<file path="src/hw/rtl/mlbp_pkg.sv">
package mlbp_pkg;

  localparam int COORD_BITS = 12;
  localparam int BRUSH_BITS = 4;
  localparam int BRUSH_MAX  = 15;
  localparam int PX_BITS    = COORD_BITS + 1;
  localparam int PY_BITS    = COORD_BITS + 2;
  localparam int DEC_BITS   = 2 * COORD_BITS + 4;
  localparam int STR_BITS   = COORD_BITS + 2;
  localparam int DIAG_BITS  = COORD_BITS + 4;
  localparam int CMD_DEPTH  = 2;

  typedef enum logic {
    OP_START = 1'b0,
    OP_TICK  = 1'b1
  } opcode_t;

  // centre pixel, then the four outline pixels of group k
  typedef enum logic [2:0] {
    PH_CENTRE  = 3'd0,
    PH_ROW     = 3'd1,
    PH_COL     = 3'd2,
    PH_FAR_COL = 3'd3,
    PH_FAR_ROW = 3'd4
  } phase_t;

  typedef struct packed {
    opcode_t                 opcode;
    logic [COORD_BITS-1:0]   start_x;
    logic [COORD_BITS-1:0]   start_y;
    logic [COORD_BITS-1:0]   end_x;
    logic [COORD_BITS-1:0]   end_y;
    logic [BRUSH_BITS-1:0]   brush_size;
  } in_item_t;

  typedef struct packed {
    logic [PX_BITS-1:0] pixel_x;
    logic [PY_BITS-1:0] pixel_y;
    logic               last_pixel;
  } out_item_t;

  typedef struct packed {
    logic                        is_start;
    logic [COORD_BITS-1:0]       start_x;
    logic [COORD_BITS-1:0]       start_y;
    logic [COORD_BITS-1:0]       stop_x;
    logic signed [DEC_BITS-1:0]  decision;
    logic signed [STR_BITS-1:0]  step_straight;
    logic signed [DIAG_BITS-1:0] step_diagonal;
    logic [BRUSH_BITS-1:0]       brush;
  } cmd_t;

  typedef struct packed {
    logic                  busy;
    logic                  pix_load;
    logic                  pix_last;
    phase_t                phase;
    logic [BRUSH_BITS-1:0] brush;
  } back_status_t;

endpackage

</file>
<file path="src/hw/rtl/mlbp_front.sv">
module mlbp_front (
  input  mlbp_pkg::in_item_t item,
  output mlbp_pkg::cmd_t     cmd
);
  import mlbp_pkg::*;

  logic signed [COORD_BITS:0] dx;
  logic signed [COORD_BITS:0] dy;

  always_comb begin
    dx = $signed({1'b0, item.end_x}) - $signed({1'b0, item.start_x});
    dy = $signed({1'b0, item.end_y}) - $signed({1'b0, item.start_y});
  end

  // line setup done up front so the stepper only adds
  always_comb begin
    cmd.is_start      = (item.opcode == OP_START);
    cmd.start_x       = item.start_x;
    cmd.start_y       = item.start_y;
    cmd.stop_x        = item.end_x;
    cmd.decision      = (DEC_BITS'(dy) <<< 1) - DEC_BITS'(dx);
    cmd.step_straight = STR_BITS'(dy) <<< 1;
    cmd.step_diagonal = (DIAG_BITS'(dy) - DIAG_BITS'(dx)) <<< 1;
    cmd.brush         = (int'(item.brush_size) > BRUSH_MAX) ? BRUSH_BITS'(BRUSH_MAX)
                                                            : item.brush_size;
  end

endmodule

</file>
<file path="src/hw/rtl/mlbp_cmd_fifo.sv">
module mlbp_cmd_fifo (
  input  logic            clk,
  input  logic            rst_n,
  input  logic            push_valid,
  output logic            push_ready,
  input  mlbp_pkg::cmd_t  push_data,
  output logic            pop_valid,
  input  logic            pop_ready,
  output mlbp_pkg::cmd_t  pop_data
);
  import mlbp_pkg::*;

  localparam int PTR_BITS = (CMD_DEPTH > 1) ? $clog2(CMD_DEPTH) : 1;
  localparam int CNT_BITS = $clog2(CMD_DEPTH + 1);

  cmd_t                mem_r [CMD_DEPTH];
  logic [PTR_BITS-1:0] wr_ptr_r, wr_ptr_nxt;
  logic [PTR_BITS-1:0] rd_ptr_r, rd_ptr_nxt;
  logic [CNT_BITS-1:0] count_r, count_nxt;
  logic                push, pop;

  always_comb begin
    push_ready = (count_r != CNT_BITS'(CMD_DEPTH));
    pop_valid  = (count_r != '0);
    pop_data   = mem_r[rd_ptr_r];
    push       = push_valid && push_ready;
    pop        = pop_valid && pop_ready;

    wr_ptr_nxt = wr_ptr_r;
    rd_ptr_nxt = rd_ptr_r;
    count_nxt  = count_r;
    if (push) begin
      wr_ptr_nxt = (wr_ptr_r == PTR_BITS'(CMD_DEPTH - 1)) ? '0 : wr_ptr_r + PTR_BITS'(1);
    end
    if (pop) begin
      rd_ptr_nxt = (rd_ptr_r == PTR_BITS'(CMD_DEPTH - 1)) ? '0 : rd_ptr_r + PTR_BITS'(1);
    end
    if (push && !pop) begin
      count_nxt = count_r + CNT_BITS'(1);
    end else if (pop && !push) begin
      count_nxt = count_r - CNT_BITS'(1);
    end
  end

  always_ff @(posedge clk) begin
    if (!rst_n) begin
      wr_ptr_r <= '0;
      rd_ptr_r <= '0;
      count_r  <= '0;
    end else begin
      wr_ptr_r <= wr_ptr_nxt;
      rd_ptr_r <= rd_ptr_nxt;
      count_r  <= count_nxt;
    end
  end

  always_ff @(posedge clk) begin
    if (push) begin
      mem_r[wr_ptr_r] <= push_data;
    end
  end

endmodule

</file>
<file path="src/hw/rtl/mlbp_back.sv">
module mlbp_back (
  input  logic                   clk,
  input  logic                   rst_n,
  input  logic                   cmd_valid,
  output logic                   cmd_ready,
  input  mlbp_pkg::cmd_t         cmd,
  output logic                   out_valid,
  input  logic                   out_ready,
  output mlbp_pkg::out_item_t    out_data,
  output mlbp_pkg::back_status_t status
);
  import mlbp_pkg::*;

  logic [COORD_BITS-1:0]       cur_x_r, cur_x_nxt;
  logic [PY_BITS-1:0]          cur_y_r, cur_y_nxt;
  logic [COORD_BITS-1:0]       stop_x_r, stop_x_nxt;
  logic signed [DEC_BITS-1:0]  decision_r, decision_nxt;
  logic signed [STR_BITS-1:0]  step_straight_r, step_straight_nxt;
  logic signed [DIAG_BITS-1:0] step_diagonal_r, step_diagonal_nxt;
  logic [BRUSH_BITS-1:0]       brush_r, brush_nxt;
  logic [BRUSH_BITS-1:0]       idx_r, idx_nxt;
  phase_t                      phase_r, phase_nxt;
  logic                        busy_r, busy_nxt;
  logic                        out_valid_r, out_valid_nxt;
  out_item_t                   out_data_r, out_data_nxt;

  logic                  out_free;
  logic                  cmd_fire;
  logic                  pix_load;
  logic                  point_done;
  logic                  line_end;
  logic [BRUSH_BITS:0]   idx_inc;
  logic [PX_BITS-1:0]    pix_x;
  logic [PY_BITS-1:0]    pix_y;

  always_comb begin
    out_free  = !out_valid_r || out_ready;
    cmd_ready = cmd.is_start || !busy_r || out_free;
    cmd_fire  = cmd_valid && cmd_ready;
    pix_load  = cmd_fire && !cmd.is_start && busy_r;
  end

  // pixel for the current phase
  always_comb begin
    unique case (phase_r)
      PH_ROW: begin
        pix_x = PX_BITS'(cur_x_r) + PX_BITS'(idx_r);
        pix_y = cur_y_r;
      end
      PH_COL: begin
        pix_x = PX_BITS'(cur_x_r);
        pix_y = cur_y_r + PY_BITS'(idx_r);
      end
      PH_FAR_COL: begin
        pix_x = PX_BITS'(cur_x_r) + PX_BITS'(brush_r);
        pix_y = cur_y_r + PY_BITS'(idx_r);
      end
      PH_FAR_ROW: begin
        pix_x = PX_BITS'(cur_x_r) + PX_BITS'(idx_r);
        pix_y = cur_y_r + PY_BITS'(brush_r);
      end
      default: begin
        pix_x = PX_BITS'(cur_x_r);
        pix_y = cur_y_r;
      end
    endcase
  end

  // brush walk and line stepping
  always_comb begin
    cur_x_nxt         = cur_x_r;
    cur_y_nxt         = cur_y_r;
    stop_x_nxt        = stop_x_r;
    decision_nxt      = decision_r;
    step_straight_nxt = step_straight_r;
    step_diagonal_nxt = step_diagonal_r;
    brush_nxt         = brush_r;
    idx_nxt           = idx_r;
    phase_nxt         = phase_r;
    busy_nxt          = busy_r;
    point_done        = 1'b0;
    line_end          = 1'b0;
    idx_inc           = {1'b0, idx_r} + (BRUSH_BITS + 1)'(1);

    if (cmd_fire && cmd.is_start) begin
      cur_x_nxt         = cmd.start_x;
      cur_y_nxt         = PY_BITS'(cmd.start_y);
      stop_x_nxt        = cmd.stop_x;
      decision_nxt      = cmd.decision;
      step_straight_nxt = cmd.step_straight;
      step_diagonal_nxt = cmd.step_diagonal;
      brush_nxt         = cmd.brush;
      idx_nxt           = '0;
      phase_nxt         = PH_CENTRE;
      busy_nxt          = 1'b1;
    end else if (pix_load) begin
      unique case (phase_r)
        PH_CENTRE: begin
          if (brush_r == '0) begin
            point_done = 1'b1;
          end else begin
            phase_nxt = PH_ROW;
            idx_nxt   = '0;
          end
        end
        PH_ROW:     phase_nxt = PH_COL;
        PH_COL:     phase_nxt = PH_FAR_COL;
        PH_FAR_COL: phase_nxt = PH_FAR_ROW;
        default: begin
          idx_nxt = idx_inc[BRUSH_BITS-1:0];
          if (idx_inc >= {1'b0, brush_r}) begin
            point_done = 1'b1;
          end else begin
            phase_nxt = PH_ROW;
          end
        end
      endcase

      if (point_done) begin
        if (cur_x_r < stop_x_r) begin
          if (decision_r[DEC_BITS-1] || decision_r == '0) begin
            decision_nxt = decision_r + DEC_BITS'(step_straight_r);
          end else begin
            decision_nxt = decision_r + DEC_BITS'(step_diagonal_r);
            cur_y_nxt    = cur_y_r + PY_BITS'(1);
          end
          cur_x_nxt = cur_x_r + COORD_BITS'(1);
          phase_nxt = PH_CENTRE;
          idx_nxt   = '0;
        end else begin
          busy_nxt = 1'b0;
          line_end = 1'b1;
        end
      end
    end
  end

  // output register
  always_comb begin
    out_data_nxt  = out_data_r;
    out_valid_nxt = out_valid_r;
    if (pix_load) begin
      out_valid_nxt           = 1'b1;
      out_data_nxt.pixel_x    = pix_x;
      out_data_nxt.pixel_y    = pix_y;
      out_data_nxt.last_pixel = line_end;
    end else if (out_ready) begin
      out_valid_nxt = 1'b0;
    end
  end

  always_ff @(posedge clk) begin
    if (!rst_n) begin
      busy_r      <= 1'b0;
      out_valid_r <= 1'b0;
      phase_r     <= PH_CENTRE;
      idx_r       <= '0;
    end else begin
      busy_r      <= busy_nxt;
      out_valid_r <= out_valid_nxt;
      phase_r     <= phase_nxt;
      idx_r       <= idx_nxt;
    end
  end

  always_ff @(posedge clk) begin
    cur_x_r         <= cur_x_nxt;
    cur_y_r         <= cur_y_nxt;
    stop_x_r        <= stop_x_nxt;
    decision_r      <= decision_nxt;
    step_straight_r <= step_straight_nxt;
    step_diagonal_r <= step_diagonal_nxt;
    brush_r         <= brush_nxt;
    out_data_r      <= out_data_nxt;
  end

  always_comb begin
    out_valid       = out_valid_r;
    out_data        = out_data_r;
    status.busy     = busy_r;
    status.pix_load = pix_load;
    status.pix_last = line_end;
    status.phase    = phase_r;
    status.brush    = brush_r;
  end

endmodule

</file>
<file path="src/hw/rtl/midpoint_line_brush_plotter.sv">
// Midpoint line plotter with a square-outline brush. A start word loads both endpoints and
// the brush size (saturated to the largest supported brush) and gives no output; every tick
// word after it gives one pixel: each centre point yields its centre pixel and then, for each
// k below the brush size s, (x+k,y), (x,y+k), (x+s,y+k), (x+k,y+s), with duplicates kept;
// last_pixel marks the final pixel of the line, and ticks while idle give nothing. Words pass
// through a two-entry command queue to the line stepper, which retires one word per clock while
// the output is taken, so it sustains one pixel per clock; a word goes through the queue, then
// the output register. A pixel waiting to be taken holds back only tick words of a busy line.
module midpoint_line_brush_plotter (
  input  logic                clk,
  input  logic                rst_n,
  input  logic                in_valid,
  output logic                in_ready,
  input  mlbp_pkg::in_item_t  in_data,
  output logic                out_valid,
  input  logic                out_ready,
  output mlbp_pkg::out_item_t out_data
);
  import mlbp_pkg::*;

  cmd_t         front_cmd;
  cmd_t         queue_cmd;
  logic         queue_valid;
  logic         queue_ready;
  back_status_t st;

  mlbp_front u_front (
    .item (in_data),
    .cmd  (front_cmd)
  );

  mlbp_cmd_fifo u_fifo (
    .clk        (clk),
    .rst_n      (rst_n),
    .push_valid (in_valid),
    .push_ready (in_ready),
    .push_data  (front_cmd),
    .pop_valid  (queue_valid),
    .pop_ready  (queue_ready),
    .pop_data   (queue_cmd)
  );

  mlbp_back u_back (
    .clk       (clk),
    .rst_n     (rst_n),
    .cmd_valid (queue_valid),
    .cmd_ready (queue_ready),
    .cmd       (queue_cmd),
    .out_valid (out_valid),
    .out_ready (out_ready),
    .out_data  (out_data),
    .status    (st)
  );

`ifndef SYNTH
  // a new pixel must never overwrite one still waiting at the output
  a_no_overwrite: assert property (@(posedge clk) disable iff (!rst_n)
    !(st.pix_load && out_valid && !out_ready))
    else $error("pixel loaded over a pending output");

  a_last_ends_line: assert property (@(posedge clk) disable iff (!rst_n)
    st.pix_load && st.pix_last |=> !st.busy)
    else $error("line still busy after its last pixel");

  a_outline_needs_brush: assert property (@(posedge clk) disable iff (!rst_n)
    st.busy && st.phase != PH_CENTRE |-> st.brush != '0)
    else $error("outline phase with zero brush");
`endif

endmodule

</file>
<file path="config.mk">
export PLATFORM = sky130hd
export DESIGN_NAME = midpoint_line_brush_plotter
export DESIGN_NICKNAME = d
export VERILOG_FILES = /design/src/hw/rtl/mlbp_pkg.sv /design/src/hw/rtl/mlbp_front.sv /design/src/hw/rtl/mlbp_cmd_fifo.sv /design/src/hw/rtl/mlbp_back.sv /design/src/hw/rtl/midpoint_line_brush_plotter.sv
export SDC_FILE = /design/constraint.sdc
export NUM_CORES = 1
export LEC_CHECK = 0
export ABC_AREA = 0
export CAP_MARGIN = 20
export CORE_MARGIN = 4
export CORE_UTILIZATION = 46
export CTS_BUF_LIST = sky130_fd_sc_hd__clkbuf_8
export DETAILED_ROUTE_END_ITERATION = 10
export DONT_BUFFER_PORTS = 1
export PLACE_DENSITY_LB_ADDON = 0.3
export SLEW_MARGIN = 15
export SYNTH_ARGS = -nofsm -noshare
export SYNTH_HDL_FRONTEND = slang
export SYNTH_HIERARCHICAL = 1
export SYNTH_SLANG_ARGS = --single-unit
</file>
<file path="constraint.sdc">
create_clock -name clk -period 4.8 [get_ports clk]
set_clock_uncertainty 0.1 [all_clocks]
set_input_delay 0.96 -clock clk [delete_from_list [all_inputs] [get_ports clk]]
set_output_delay 0.96 -clock clk [all_outputs]
set_load 0.05 [all_outputs]
</file>
======== After elaboration in Yosys (flattened, before gate mapping) ========
Memory sizes are Yosys's and may differ from the RTL's. A register that Yosys moved wholly into a read port is not among the register bits.
Index checks and enable logic that the tools add are counted.
storage, ports and cells
  output and inout port bits .............. 30
  memories ................................ 1
  RAM bits ................................ 194
  flip-flop bits (word level) ............. 141
  logic and storage cells ................. 128
cells by class
  add/subtract/negate cells ............... 17
  bitwise logic cells ..................... 4
  reduce and logical (&&, ||, !) cells .... 34
  equality and inequality tests ........... 7
  mux-type cells .......................... 45
  magnitude comparators ................... 2
memory list
  name          depth  bits a word  rd ports  clocked after Yosys merged registers in  wr ports  line                 text
  u_fifo.mem_r  2      97           1         1                                        1         mlbp_cmd_fifo.sv:16  cmd_t mem_r [CMD_DEPTH];
operator list
  kind                                           count
  2-to-1 mux 28 bit                              5
  2-to-1 mux 12 bit                              9
  adder 14 x 4 -> 14 bit                         2
  adder 28 x 14 -> 28 bit                        1
  adder 28 x 16 -> 28 bit                        1
  zero test 28 bit                               1
  case mux 14 bit (2 select lines)               1
  adder 12 x 4 -> 13 bit                         2
  case mux 13 bit (2 select lines)               1
  subtractor 12 x 12 -> 13 bit                   2
  2-to-1 mux 1 bit                               17
  subtractor 14 x 13 -> 15 bit                   1
  adder 14 x 1 -> 14 bit, second input constant  1
  subtractor 13 x 13 -> 14 bit                   1
  adder 12 x 1 -> 12 bit, second input constant  1
  < comparator 12 bit                            1
  2-to-1 mux 3 bit                               4
  2-to-1 mux 4 bit                               3
  case mux 3 bit (4 select lines)                1
  nonzero test 2 bit                             6
  case mux 4 bit (2 select lines)                1
  AND reduction 4 bit                            2
  OR reduction 2 bit                             4
  logical AND 1 bit                              7
  19 further kinds                               34

======== Depth between registers and ports, before layout ========
Gate-level depths: netlist of the first run.
  depth after elaboration ................. 11
  mapped depth ............................ 18

======== By module ========
The synthesis of the first run kept the hierarchy.
modules (own cells, without submodules)
  module         cells each  area each (µm²)  sequential area each (µm²)  instances
  mlbp_back      750         7995.2           4003.8                      1
  mlbp_cmd_fifo  332         7414.6           6045.8                      1
  mlbp_front     371         2690.1           0.0                         1

======== Worst setup path before layout of the first run ========
OpenSTA, ideal clock, no wires.
  path type ............................... input to register
  from .................................... input in_data[16] (netlist bit)
  to ...................................... memory u_fifo/mem_r[0][49] (netlist bit), data pin
  stages .................................. 15
  path buffers ............................ 1
  arrival time ............................ 4.716 ns
  setup time .............................. 0.132 ns
  path slack .............................. -0.149 ns
  cell sequence ........................... inv_1 -> ha_1 -> fa_1 -> fa_1 -> a21oi_1 -> nor2_1 -> nor2_1 -> o21bai_1 -> maj3_1 -> a211oi_1 -> o31ai_1 -> maj3_1 -> o311a_1 -> a21oi_1 -> buf_4
RTL lines
  item         line                               text
  from (decl)  midpoint_line_brush_plotter.sv:14  input mlbp_pkg::in_item_t in_data,
  to (decl)    mlbp_cmd_fifo.sv:16

======== Final worst setup path of the first run ========
  from .................................... register u_back.decision_r[20]
  to ...................................... register u_back.decision_r[26], data pin
on the way
  longest elaborated chain between the ends .. 7
  elaborated cells on any way between the ends .. 9
ends and longest elaborated chain
  item                                                             line              text
  from (decl)                                                      mlbp_back.sv:17   logic signed [DEC_BITS-1:0] decision_r, decision_nxt;
  from (signal assigned)                                           mlbp_back.sv:170  decision_r <= decision_nxt;
  branches (longest 2 deep; another with adder 28 x 16 -> 28 bit)  -
  2-to-1 mux 28 bit *                                              mlbp_back.sv:121  if (decision_r[DEC_BITS-1] || decision_r == '0) begin
  2-to-1 mux 28 bit *                                              mlbp_back.sv:120  if (cur_x_r < stop_x_r) begin
  2-to-1 mux 28 bit *                                              mlbp_back.sv:119  if (point_done) begin
  2-to-1 mux 28 bit *                                              mlbp_back.sv:96   end else if (pix_load) begin
  2-to-1 mux 28 bit *                                              mlbp_back.sv:85   if (cmd_fire && cmd.is_start) begin
  named net u_back.decision_nxt[26]                                mlbp_back.sv:17
Mark *: on every way through the listed nets, which the timed path passes. The select of a mux whose other input is x is not followed.
A chain may end at the register's enable or synchronous reset.

==> flow_metrics.env, run 1 <==
export IMPL_status="finished clean"
export IMPL_hold_viol=0
export IMPL_p_switching_w=0.004645
export IMPL_crit_path_top_delay_cell="fa_1"
export IMPL_cts_tree="built"
export IMPL_postSynthCellCount=1450
export IMPL_p_per_area_mw_per_mm2=654.4
export IMPL_grt_pass1_wl_um=59730
export IMPL_cts_buffer_depth=3
export IMPL_finalSetupTns_ns=0
export IMPL_crit_path_end_kind="flip-flop"
export IMPL_syn_avg_cell_area_um2=12.47
export IMPL_setup_viol=0
export IMPL_final_min_clock_period_ns=4.494
export IMPL_critPathBufInv=1
export IMPL_core_area_mm2=0.03874
export IMPL_p_comb_frac=0.424
export IMPL_path_clk_slew_ns=0.06
export IMPL_fin_ws_ns=0.3063
export IMPL_drive_above_1_share=0.1926
export IMPL_ir_drop_v=0.0003254
export IMPL_netSwitchingFraction=0.3593
export IMPL_min_path_type="input pin to flip-flop"
export IMPL_r2r_slack_ns=0.31
export IMPL_cts_buffers=57
export IMPL_power_leakage_nw=7.398
export IMPL_rsz0062_at_grt="no"
export IMPL_wire_per_inst_um=18.59
export IMPL_arrival_ns=4.73
export IMPL_root_buffer="clkbuf_8"
export IMPL_cp_max_fo=4
export IMPL_drv_cap=0
export IMPL_nets=1625
export IMPL_gp_congestion=0.8977
export IMPL_crit_chain="nor4_1 > nand3_1 > o21ai_2 > buf_4 > mux2_2 > ha_1 > fa_1 > a211oi_2 > o21ai_2 > a2111oi_4 > o31ai_1 > a221o_2 > a221oi_2 > xnor2_1 > o21ai_1"
export IMPL_pin_count=87
export IMPL_required_ns=5.04
export IMPL_grt_usage=0.1785
export IMPL_power_internal_w=0.008283
export IMPL_finalWirelength_um=37830
export IMPL_post_route_period_util=0.9362
export IMPL_die_w_um=206.2
export IMPL_htreeDepth=2
export IMPL_critPathKind="flip-flop to flip-flop"
export IMPL_seqPwrFrac=0.377
export IMPL_grt_max_degree=61
export IMPL_startpoint_type="flip-flop"
export IMPL_clkPwrFrac=0.199
export IMPL_dieArea_mm2=0.04253
export IMPL_grt_pass1_vias=11144
export IMPL_first_iter_violations=712
export IMPL_max_freq_ghz=0.2225
export IMPL_yosys_warnings=6
export IMPL_die_y_um=206.2
export IMPL_dp_hpwl_um=26610
export IMPL_cts_sinks=340
export IMPL_critPathTopFamily="compound AO/OA/AOI/OAI gates"
export IMPL_slowest_delay_ns=0.41
export IMPL_postCtsSetupBuffers=0
export IMPL_finalMaxSlewViolations=0
export IMPL_fin_util=0.5100
export IMPL_numPortBuffers=0
export IMPL_dpl_worst_slack_ns=-0.002522
export IMPL_vias_per_cell=5.432
export IMPL_postRouteAntennaNets=0
export IMPL_grt_overflow_total=0
export IMPL_floorplan_initialDensity=0.4667
export IMPL_cpMostUsedCell="o21ai_2"
export IMPL_num_rows=72
export IMPL_drc=0
export IMPL_vias=11054
export IMPL_antenna_found_initial=2
export IMPL_dr_pass1_iters=5
export IMPL_syn_area_mm2=0.01808
export IMPL_area_growth_pct=9.295
export IMPL_insertion_delay_ns=0.61
export IMPL_slew_headroom=0.4040
export IMPL_worst_pin_slew_ns=0.8940
-- power groups by stage --
stage	Clock, W	Combinational, W	Sequential, W
final	0.00257	0.00548	0.00488
after global routing	0.00279	0.00607	0.00495
after CTS	0.00265	0.00545	0.00488
after detailed placement	0	0.00541	0.00493
after global placement	0	0.00532	0.00491
after floorplan	0	0.00416	0.00483
-- through the flow --
| stage | hold WS [ns] | power [W] | cell area (µm²) | instances |
|---|---|---|---|---|
| floorplan | 0.3635 | 0.008992 | 18080 | 1451 |
| global placement | 0.3832 | 0.01023 | 18570 | 1928 |
| detailed placement | 0.3923 | 0.01034 | 18570 | 1928 |
| CTS | 0.2994 | 0.01297 | 19730 | 2034 |
| global route | 0.2935 | 0.01381 | 19760 | 2035 |
| finish | 0.3449 | 0.01293 | 19760 | 2035 |
-- placed cells by master (no fill, tap or decap), types with 9 or more instances in the layout --
cell,instances
a211oi_1,9
a21o_1,27
a21oi_1,76
buf_4,49
clkbuf_8,64
clkinv_1,12
dfxtp_1,15
edfxtp_1,324
ha_1,92
inv_1,99
mux2_2,111
mux2_4,10
nand2_1,100
nand2b_1,11
nand3_1,27
nand4_1,12
nor2_1,79
nor2b_1,15
nor3_1,14
o21a_1,12
o21ai_0,60
o21ai_1,13
o31ai_1,9
xnor2_1,70
xor2_1,42
-- registers in the layout, indices dropped and copies added, names as in the netlist, named ones only --
signal                  flops
u_fifo/mem_r              198
u_back/decision_r          28
u_back/out_data            28
u_back/step_diagonal_r     16
u_back/cur_y_r             14
u_back/step_straight_r     14
u_back/cur_x_r             12
u_back/stop_x_r            12
u_back/brush_r              4
u_back/idx_r                4
u_back/phase_r              3
u_fifo/count_r              2
u_back/busy_r               1
u_back/out_valid            1
u_fifo/rd_ptr_r             1
u_fifo/wr_ptr_r             1
-- worst paths after layout --
check / start / to / depth (start not counted)
hold reg to reg: u_back/busy_r / u_back/busy_r / 2
setup reg to reg: u_back/decision_r[20] / u_back/decision_r[26] / 15
hold / removal: in_data[1] / u_fifo/mem_r[1][1] / 0
setup / recovery: u_back/decision_r[20] / u_back/decision_r[26] / 15
-- what timing repair did --
| item | in CTS | in global routing |
|---|---|---|
| hold buffers | 0 | 0 |
| resized for setup | 0 | 3 |
| setup endpoints to repair | 0 | 3 |
-- routing by layer --
metal	global-route usage	wire, µm	up-vias
met5	0	0	-
met4	0.05561	923	0
met3	0.04284	2440	77
met2	0.2738	16790	289
met1	0.2527	17680	5361
li1	-	-	5327
-- cell type report --
cell class	instances	area, µm²
fill	3400	18980
sequential	340	10050
multi-input combinational	935	7168
clock buffer	64	880.8
tap	518	648.1
timing repair buffer	51	407.9
inverter	84	319.1
clock inverter	42	277.8
antenna	1	2.502
Power figures use the tool's default switching activity.
==> inputs of run 2 (changes only) <==
CORE_UTILIZATION = 48   (was 46)
REMOVE_ABC_BUFFERS = 1   (was not set)
==> flow_metrics.env, run 2 (same netlist as run 1, synthesis figures left out) <==
export IMPL_grt_pass1_vias=11154
export IMPL_whs_path_depth=0
export IMPL_largest_register="u_fifo/mem_r"
export IMPL_finalMaxSlewViolations=0
export IMPL_ir_drop_v=0.0003017
export IMPL_p_comb_frac=0.448
export IMPL_post_route_period_util=0.9577
export IMPL_layoutNonFillerInstCount=2056
export IMPL_hold_viol=0
export IMPL_cts_buffer_depth=3
export IMPL_antennaDiodeCount=0
export IMPL_path_clk_slew_ns=0.06
export IMPL_drc=0
export IMPL_min_path_type="input pin to flip-flop"
export IMPL_pin_count=87
export IMPL_power_leakage_nw=7.575
export IMPL_cp_max_fo=3
export IMPL_drv_cap=0
export IMPL_maxUsedRoutingLayer="met5"
export IMPL_final_area_mm2=0.02006
export IMPL_netSwitchingFraction=0.3603
export IMPL_cts_sinks=340
export IMPL_min_from="in_data[28]"
export IMPL_final_min_clock_period_ns=4.597
export IMPL_crit_path_end_kind="flip-flop"
export IMPL_dieArea_mm2=0.04083
export IMPL_dr_pass1_iters=5
export IMPL_slew_headroom=0.3877
export IMPL_num_rows=70
export IMPL_die_y_um=202.1
export IMPL_place_area_mm2=0.01884
export IMPL_area_growth_pct=10.95
export IMPL_finalWirelength_um=39450
export IMPL_max_freq_ghz=0.2175
export IMPL_critPathKind="flip-flop to flip-flop"
export IMPL_grt_overflow_total=0
export IMPL_grt_max_degree=73
export IMPL_power_internal_w=0.008513
export IMPL_wl_met1_um=17680
export IMPL_status="finished clean"
export IMPL_seqPwrFrac=0.369
export IMPL_startpoint_type="flip-flop"
export IMPL_r2r_slack_ns=0.20
export IMPL_nets=1662
export IMPL_grt_pass1_wl_um=61930
export IMPL_setup_viol=0
export IMPL_rsz0062_at_grt="no"
export IMPL_p_per_area_mw_per_mm2=663.6
export IMPL_wire_per_inst_um=19.19
export IMPL_postRouteAntennaNets=0
export IMPL_final_common_cell="edfxtp_1"
export IMPL_core_area_mm2=0.03687
export IMPL_first_iter_violations=783
export IMPL_floorplan_initialDensity=0.4903
export IMPL_required_ns=5.03
export IMPL_worst_pin_slew_ns=0.9185
export IMPL_p_switching_w=0.004795
export IMPL_hold_end="u_fifo/mem_r[0][74]"
export IMPL_vias=11214
export IMPL_numPortBuffers=0
export IMPL_dp_hpwl_um=27620
export IMPL_whs_ns=0.3395
export IMPL_dp_cells=1946
export IMPL_worstReg2RegEnd="u_back/decision_r[26]"
export IMPL_grt_usage=0.1904
export IMPL_gp_congestion=0.8443
export IMPL_insertion_delay_ns=0.61
export IMPL_arrival_ns=4.83
export IMPL_rr_worst_depth=17
export IMPL_r2r_start="u_back/decision_r[25]"
export IMPL_htreeDepth=2
export IMPL_final_cell_mix="edfxtp_1 (324), mux2_2 (110), nand2_1 (99)"
export IMPL_wl_met3_um=2130
export IMPL_die_w_um=202.1
export IMPL_clkPwrFrac=0.183
export IMPL_largest_register_ffs=198
export IMPL_vias_per_cell=5.454
export IMPL_cts_buffers=56
export IMPL_wl_met2_um=18810
export IMPL_antenna_found_initial=1
export IMPL_cts_tree="built"
export IMPL_drive_above_1_share=0.2126
export IMPL_root_buffer="clkbuf_8"
run 2: worst max-delay path by stage:
stage / endpoint / start / cells past startpoint / slack, ns
finish: u_back/decision_r[26] / u_back/decision_r[25] / 17 / 0.20
global route: u_back/decision_r[26] / u_back/decision_r[25] / 17 / 0.03
CTS: u_back/decision_r[26] / u_back/decision_r[21] / 17 / 0.1
detailed placement: u_fifo/mem_r[0][54] / in_data[4] / 17 / -0.07
global placement: u_fifo/mem_r[0][57] / in_data[4] / 17 / -0.02
floorplan: u_back/cur_x_r[10] / flip-flop / 4 / -1.52
run 2: critical path, cell delays in order (launching register included):
cell and delay (ns):
edfxtp_1 0.46, nor4_2 0.32, buf_4 0.15, nand4_1 0.12, o21ai_2 0.16, buf_6 0.13
mux2_4 0.31, ha_4 0.17, fa_2 0.42, a211oi_4 0.33, o21ai_4 0.11, a2111oi_4 0.37
buf_4 0.19, o31ai_4 0.06, a221o_2 0.40, a221oi_2 0.29, xnor2_1 0.15, o21ai_1 0.07
run 2: what timing repair did:
item | 4_1_cts | 5_1_grt
hold buffers | 0 | 0
setup buffers | 0 | 6
endpoints found under the setup margin | 0 | 5
resized for setup | 0 | 15
run 2: metrics by stage:
stage          utilization  setup slack [ns]  TNS [ns]  power (W)
2_1_floorplan            -            -1.523   -194.08   0.008899
3_3_place_gp        0.5111          -0.02347   -0.6274    0.01057
3_5_place_dp        0.5111          -0.06968    -1.918    0.01073
4_1_cts             0.5404           0.09718         0    0.01323
5_1_grt             0.5439           0.02957         0    0.01424
6_report            0.5439            0.2029         0    0.01331
run 2: layout make-up:
| type | instances | area, µm² |
|---|---|---|
| clock buffer | 60 | 825.8 |
| timing repair buffer | 89 | 747.0 |
| fill | 3087 | 16820 |
| clock inverter | 44 | 257.7 |
| tap | 504 | 630.6 |
| inverter | 84 | 320.3 |
| sequential | 340 | 10050 |
| multi-input combinational | 935 | 7222 |
run 2: power by group through the flow:
stage | registers [W] | clock network [W] | logic (W)
detailed placement | 0.00496 | 0 | 0.00577
global placement | 0.00493 | 0 | 0.00564
finish | 0.00491 | 0.00244 | 0.00596
global route | 0.00498 | 0.00267 | 0.00659
floorplan | 0.00496 | 0 | 0.00394
CTS | 0.00490 | 0.00251 | 0.00581
run 2: layer usage:
layer / global-route usage / vias to the layer above
met2: 0.3129 / 285
met3: 0.03610 / 62
met1: 0.2616 / 5472
met5: 0 / -
met4: 0.05054 / 2
li1: - / 5393
==> inputs of run 3 (changes only) <==
CORE_ASPECT_RATIO = 0.7   (was not set)
==> flow_metrics.env, run 3 (same netlist as run 1, synthesis figures left out) <==
export IMPL_wire_per_inst_um=20.15
export IMPL_setup_viol=0
export IMPL_vias=11248
export IMPL_hold_viol=0
export IMPL_fillCellCount=3163
export IMPL_dp_cells=1911
export IMPL_final_min_clock_period_ns=4.589
export IMPL_final_area_mm2=0.01966
export IMPL_cts_buffers=51
export IMPL_drv_cap=0
export IMPL_antennaDiodeCount=0
export IMPL_crit_start="u_back/decision_r[1]"
export IMPL_min_from="in_data[31]"
export IMPL_cts_buffer_depth=3
export IMPL_antenna_found_initial=0
export IMPL_status="finished clean"
export IMPL_die_w_um=240.0
export IMPL_r2r_start="u_back/decision_r[1]"
export IMPL_grt_overflow_total=0
export IMPL_cp_max_fo=3
export IMPL_ir_drop_v=0.0004586
export IMPL_largest_register_ffs=198
export IMPL_worstReg2RegEnd="u_back/decision_r[26]"
export IMPL_cpMostUsedCell="buf_4"
export IMPL_layoutNonFillerInstCount=2006
export IMPL_place_area_mm2=0.01861
export IMPL_grt_pass1_wl_um=62480
export IMPL_nets=1634
export IMPL_r2r_slack_ns=0.21
export IMPL_final_common_cell="edfxtp_1"
export IMPL_area_growth_pct=8.728
export IMPL_pin_count=87
export IMPL_largest_register="u_fifo/mem_r"
export IMPL_num_rows=59
export IMPL_hold_end="u_fifo/mem_r[1][77]"
export IMPL_fin_ws_ns=0.2107
export IMPL_slowest_delay_ns=0.43
export IMPL_drc=0
export IMPL_dp_hpwl_um=28240
export IMPL_rsz0062_at_grt="no"
export IMPL_floorplan_initialDensity=0.4868
export IMPL_dr_pass1_iters=5
export IMPL_critPathKind="flip-flop to flip-flop"
export IMPL_gp_congestion=0.8564
export IMPL_final_cell_mix="edfxtp_1 (324), mux2_2 (111), nand2_1 (101)"
export IMPL_vias_per_cell=5.607
export IMPL_crit_path_end_kind="flip-flop"
export IMPL_slew_headroom=0.2762
export IMPL_p_per_area_mw_per_mm2=655.9
export IMPL_path_clk_slew_ns=0.07
export IMPL_arrival_ns=4.81
export IMPL_core_area_mm2=0.03713
export IMPL_drive_above_1_share=0.1937
export IMPL_htreeDepth=2
export IMPL_worst_pin_slew_ns=1.086
export IMPL_dpl_worst_slack_ns=-0.08503
export IMPL_cts_sinks=340
export IMPL_finalSetupTns_ns=0
export IMPL_insertion_delay_ns=0.60
export IMPL_critPathBufInv=3
export IMPL_post_route_period_util=0.9561
export IMPL_first_iter_violations=832
export IMPL_max_freq_ghz=0.2179
export IMPL_finalMaxSlewViolations=0
export IMPL_min_path_type="input pin to flip-flop"
export IMPL_rr_worst_depth=17
export IMPL_numPortBuffers=0
export IMPL_crit_path_top_delay_cell="a221o_2"
export IMPL_startpoint_type="flip-flop"
export IMPL_cts_tree="built"
export IMPL_required_ns=5.02
export IMPL_cts_hold_fix_buffers=0
export IMPL_finalWirelength_um=40420
export IMPL_dieArea_mm2=0.04088
export IMPL_whs_path_depth=0
export IMPL_crit_chain="nor4_2 > buf_4 > nand4_1 > o21ai_2 > buf_4 > mux2_2 > ha_1 > fa_2 > a211oi_4 > o21ai_2 > a2111oi_4 > buf_4 > o31ai_1 > a221o_2 > a221oi_2 > xnor2_1 > o21ai_1"
export IMPL_postRouteAntennaNets=0
export IMPL_die_y_um=170.4
export IMPL_power_leakage_nw=7.347
export IMPL_grt_max_degree=68
export IMPL_root_buffer="clkbuf_8"
export IMPL_critPathTopFamily="compound AO/OA/AOI/OAI gates"
export IMPL_grt_pass1_vias=10987
export IMPL_grt_usage=0.1962
[run 3: changes by cell type in the layout (fill, tap and decap cells not counted), moves of 2 or more]
cell and delta:
buf_4 -18, clkbuf_8 -6, buf_12 -5, clkinv_1 +5, inv_1 -5, nor4_1 -3
clkinv_2 -2, ha_1 +2, nand2_1 +2, nand2_2 -2, nor4_4 +2
[run 3: cell type report]
class | instances | area (µm²) | area share
sequential | 340 | 10050 | 0.5115
multi-input combinational | 935 | 7213 | 0.3670
clock buffer | 54 | 743.2 | 0.03781
tap | 488 | 610.6 | 0.03107
timing repair buffer | 66 | 511.7 | 0.02604
inverter | 84 | 319.1 | 0.01623
clock inverter | 39 | 203.9 | 0.01038
[run 3: stage by stage]
step | total power (W) | hold slack (ns) | utilization
after CTS | 0.01283 | 0.3266 | 0.5268
after detailed placement | 0.01051 | 0.3952 | 0.5013
after global placement | 0.01036 | 0.3730 | 0.5013
after floorplan | 0.008899 | 0.3635 | -
final | 0.01289 | 0.3487 | 0.5293
after global routing | 0.01375 | 0.3226 | 0.5293
[run 3: what timing repair did]
action                     in CTS  in global routing
setup buffers                   0                  2
setup endpoints to repair       0                  4
gates resized for setup         0                 12
[run 3: worst max path at each step]
| stage | end | cells past startpoint |
|---|---|---|
| CTS | u_back/decision_r[26] | 15 |
| floorplan | u_back/cur_x_r[10] | 4 |
| finish | u_back/decision_r[26] | 17 |
| global placement | u_fifo/mem_r[0][56] | 17 |
| detailed placement | u_fifo/mem_r[1][56] | 17 |
| global route | u_back/decision_r[26] | 16 |
[run 3: power breakdown]
part	internal, W	switching, W
Clock	0.00114	0.00112
Sequential	0.00448	0.000446
Combinational	0.00249	0.00322
[run 3: layer usage]
layer | wire length, µm | up-vias | global-route usage
li1 | - | 5339 | -
met1 | 19970 | 5527 | 0.2969
met2 | 17000 | 322 | 0.2909
met3 | 2727 | 60 | 0.04584
met4 | 723 | 0 | 0.04012
met5 | 0 | - | 0
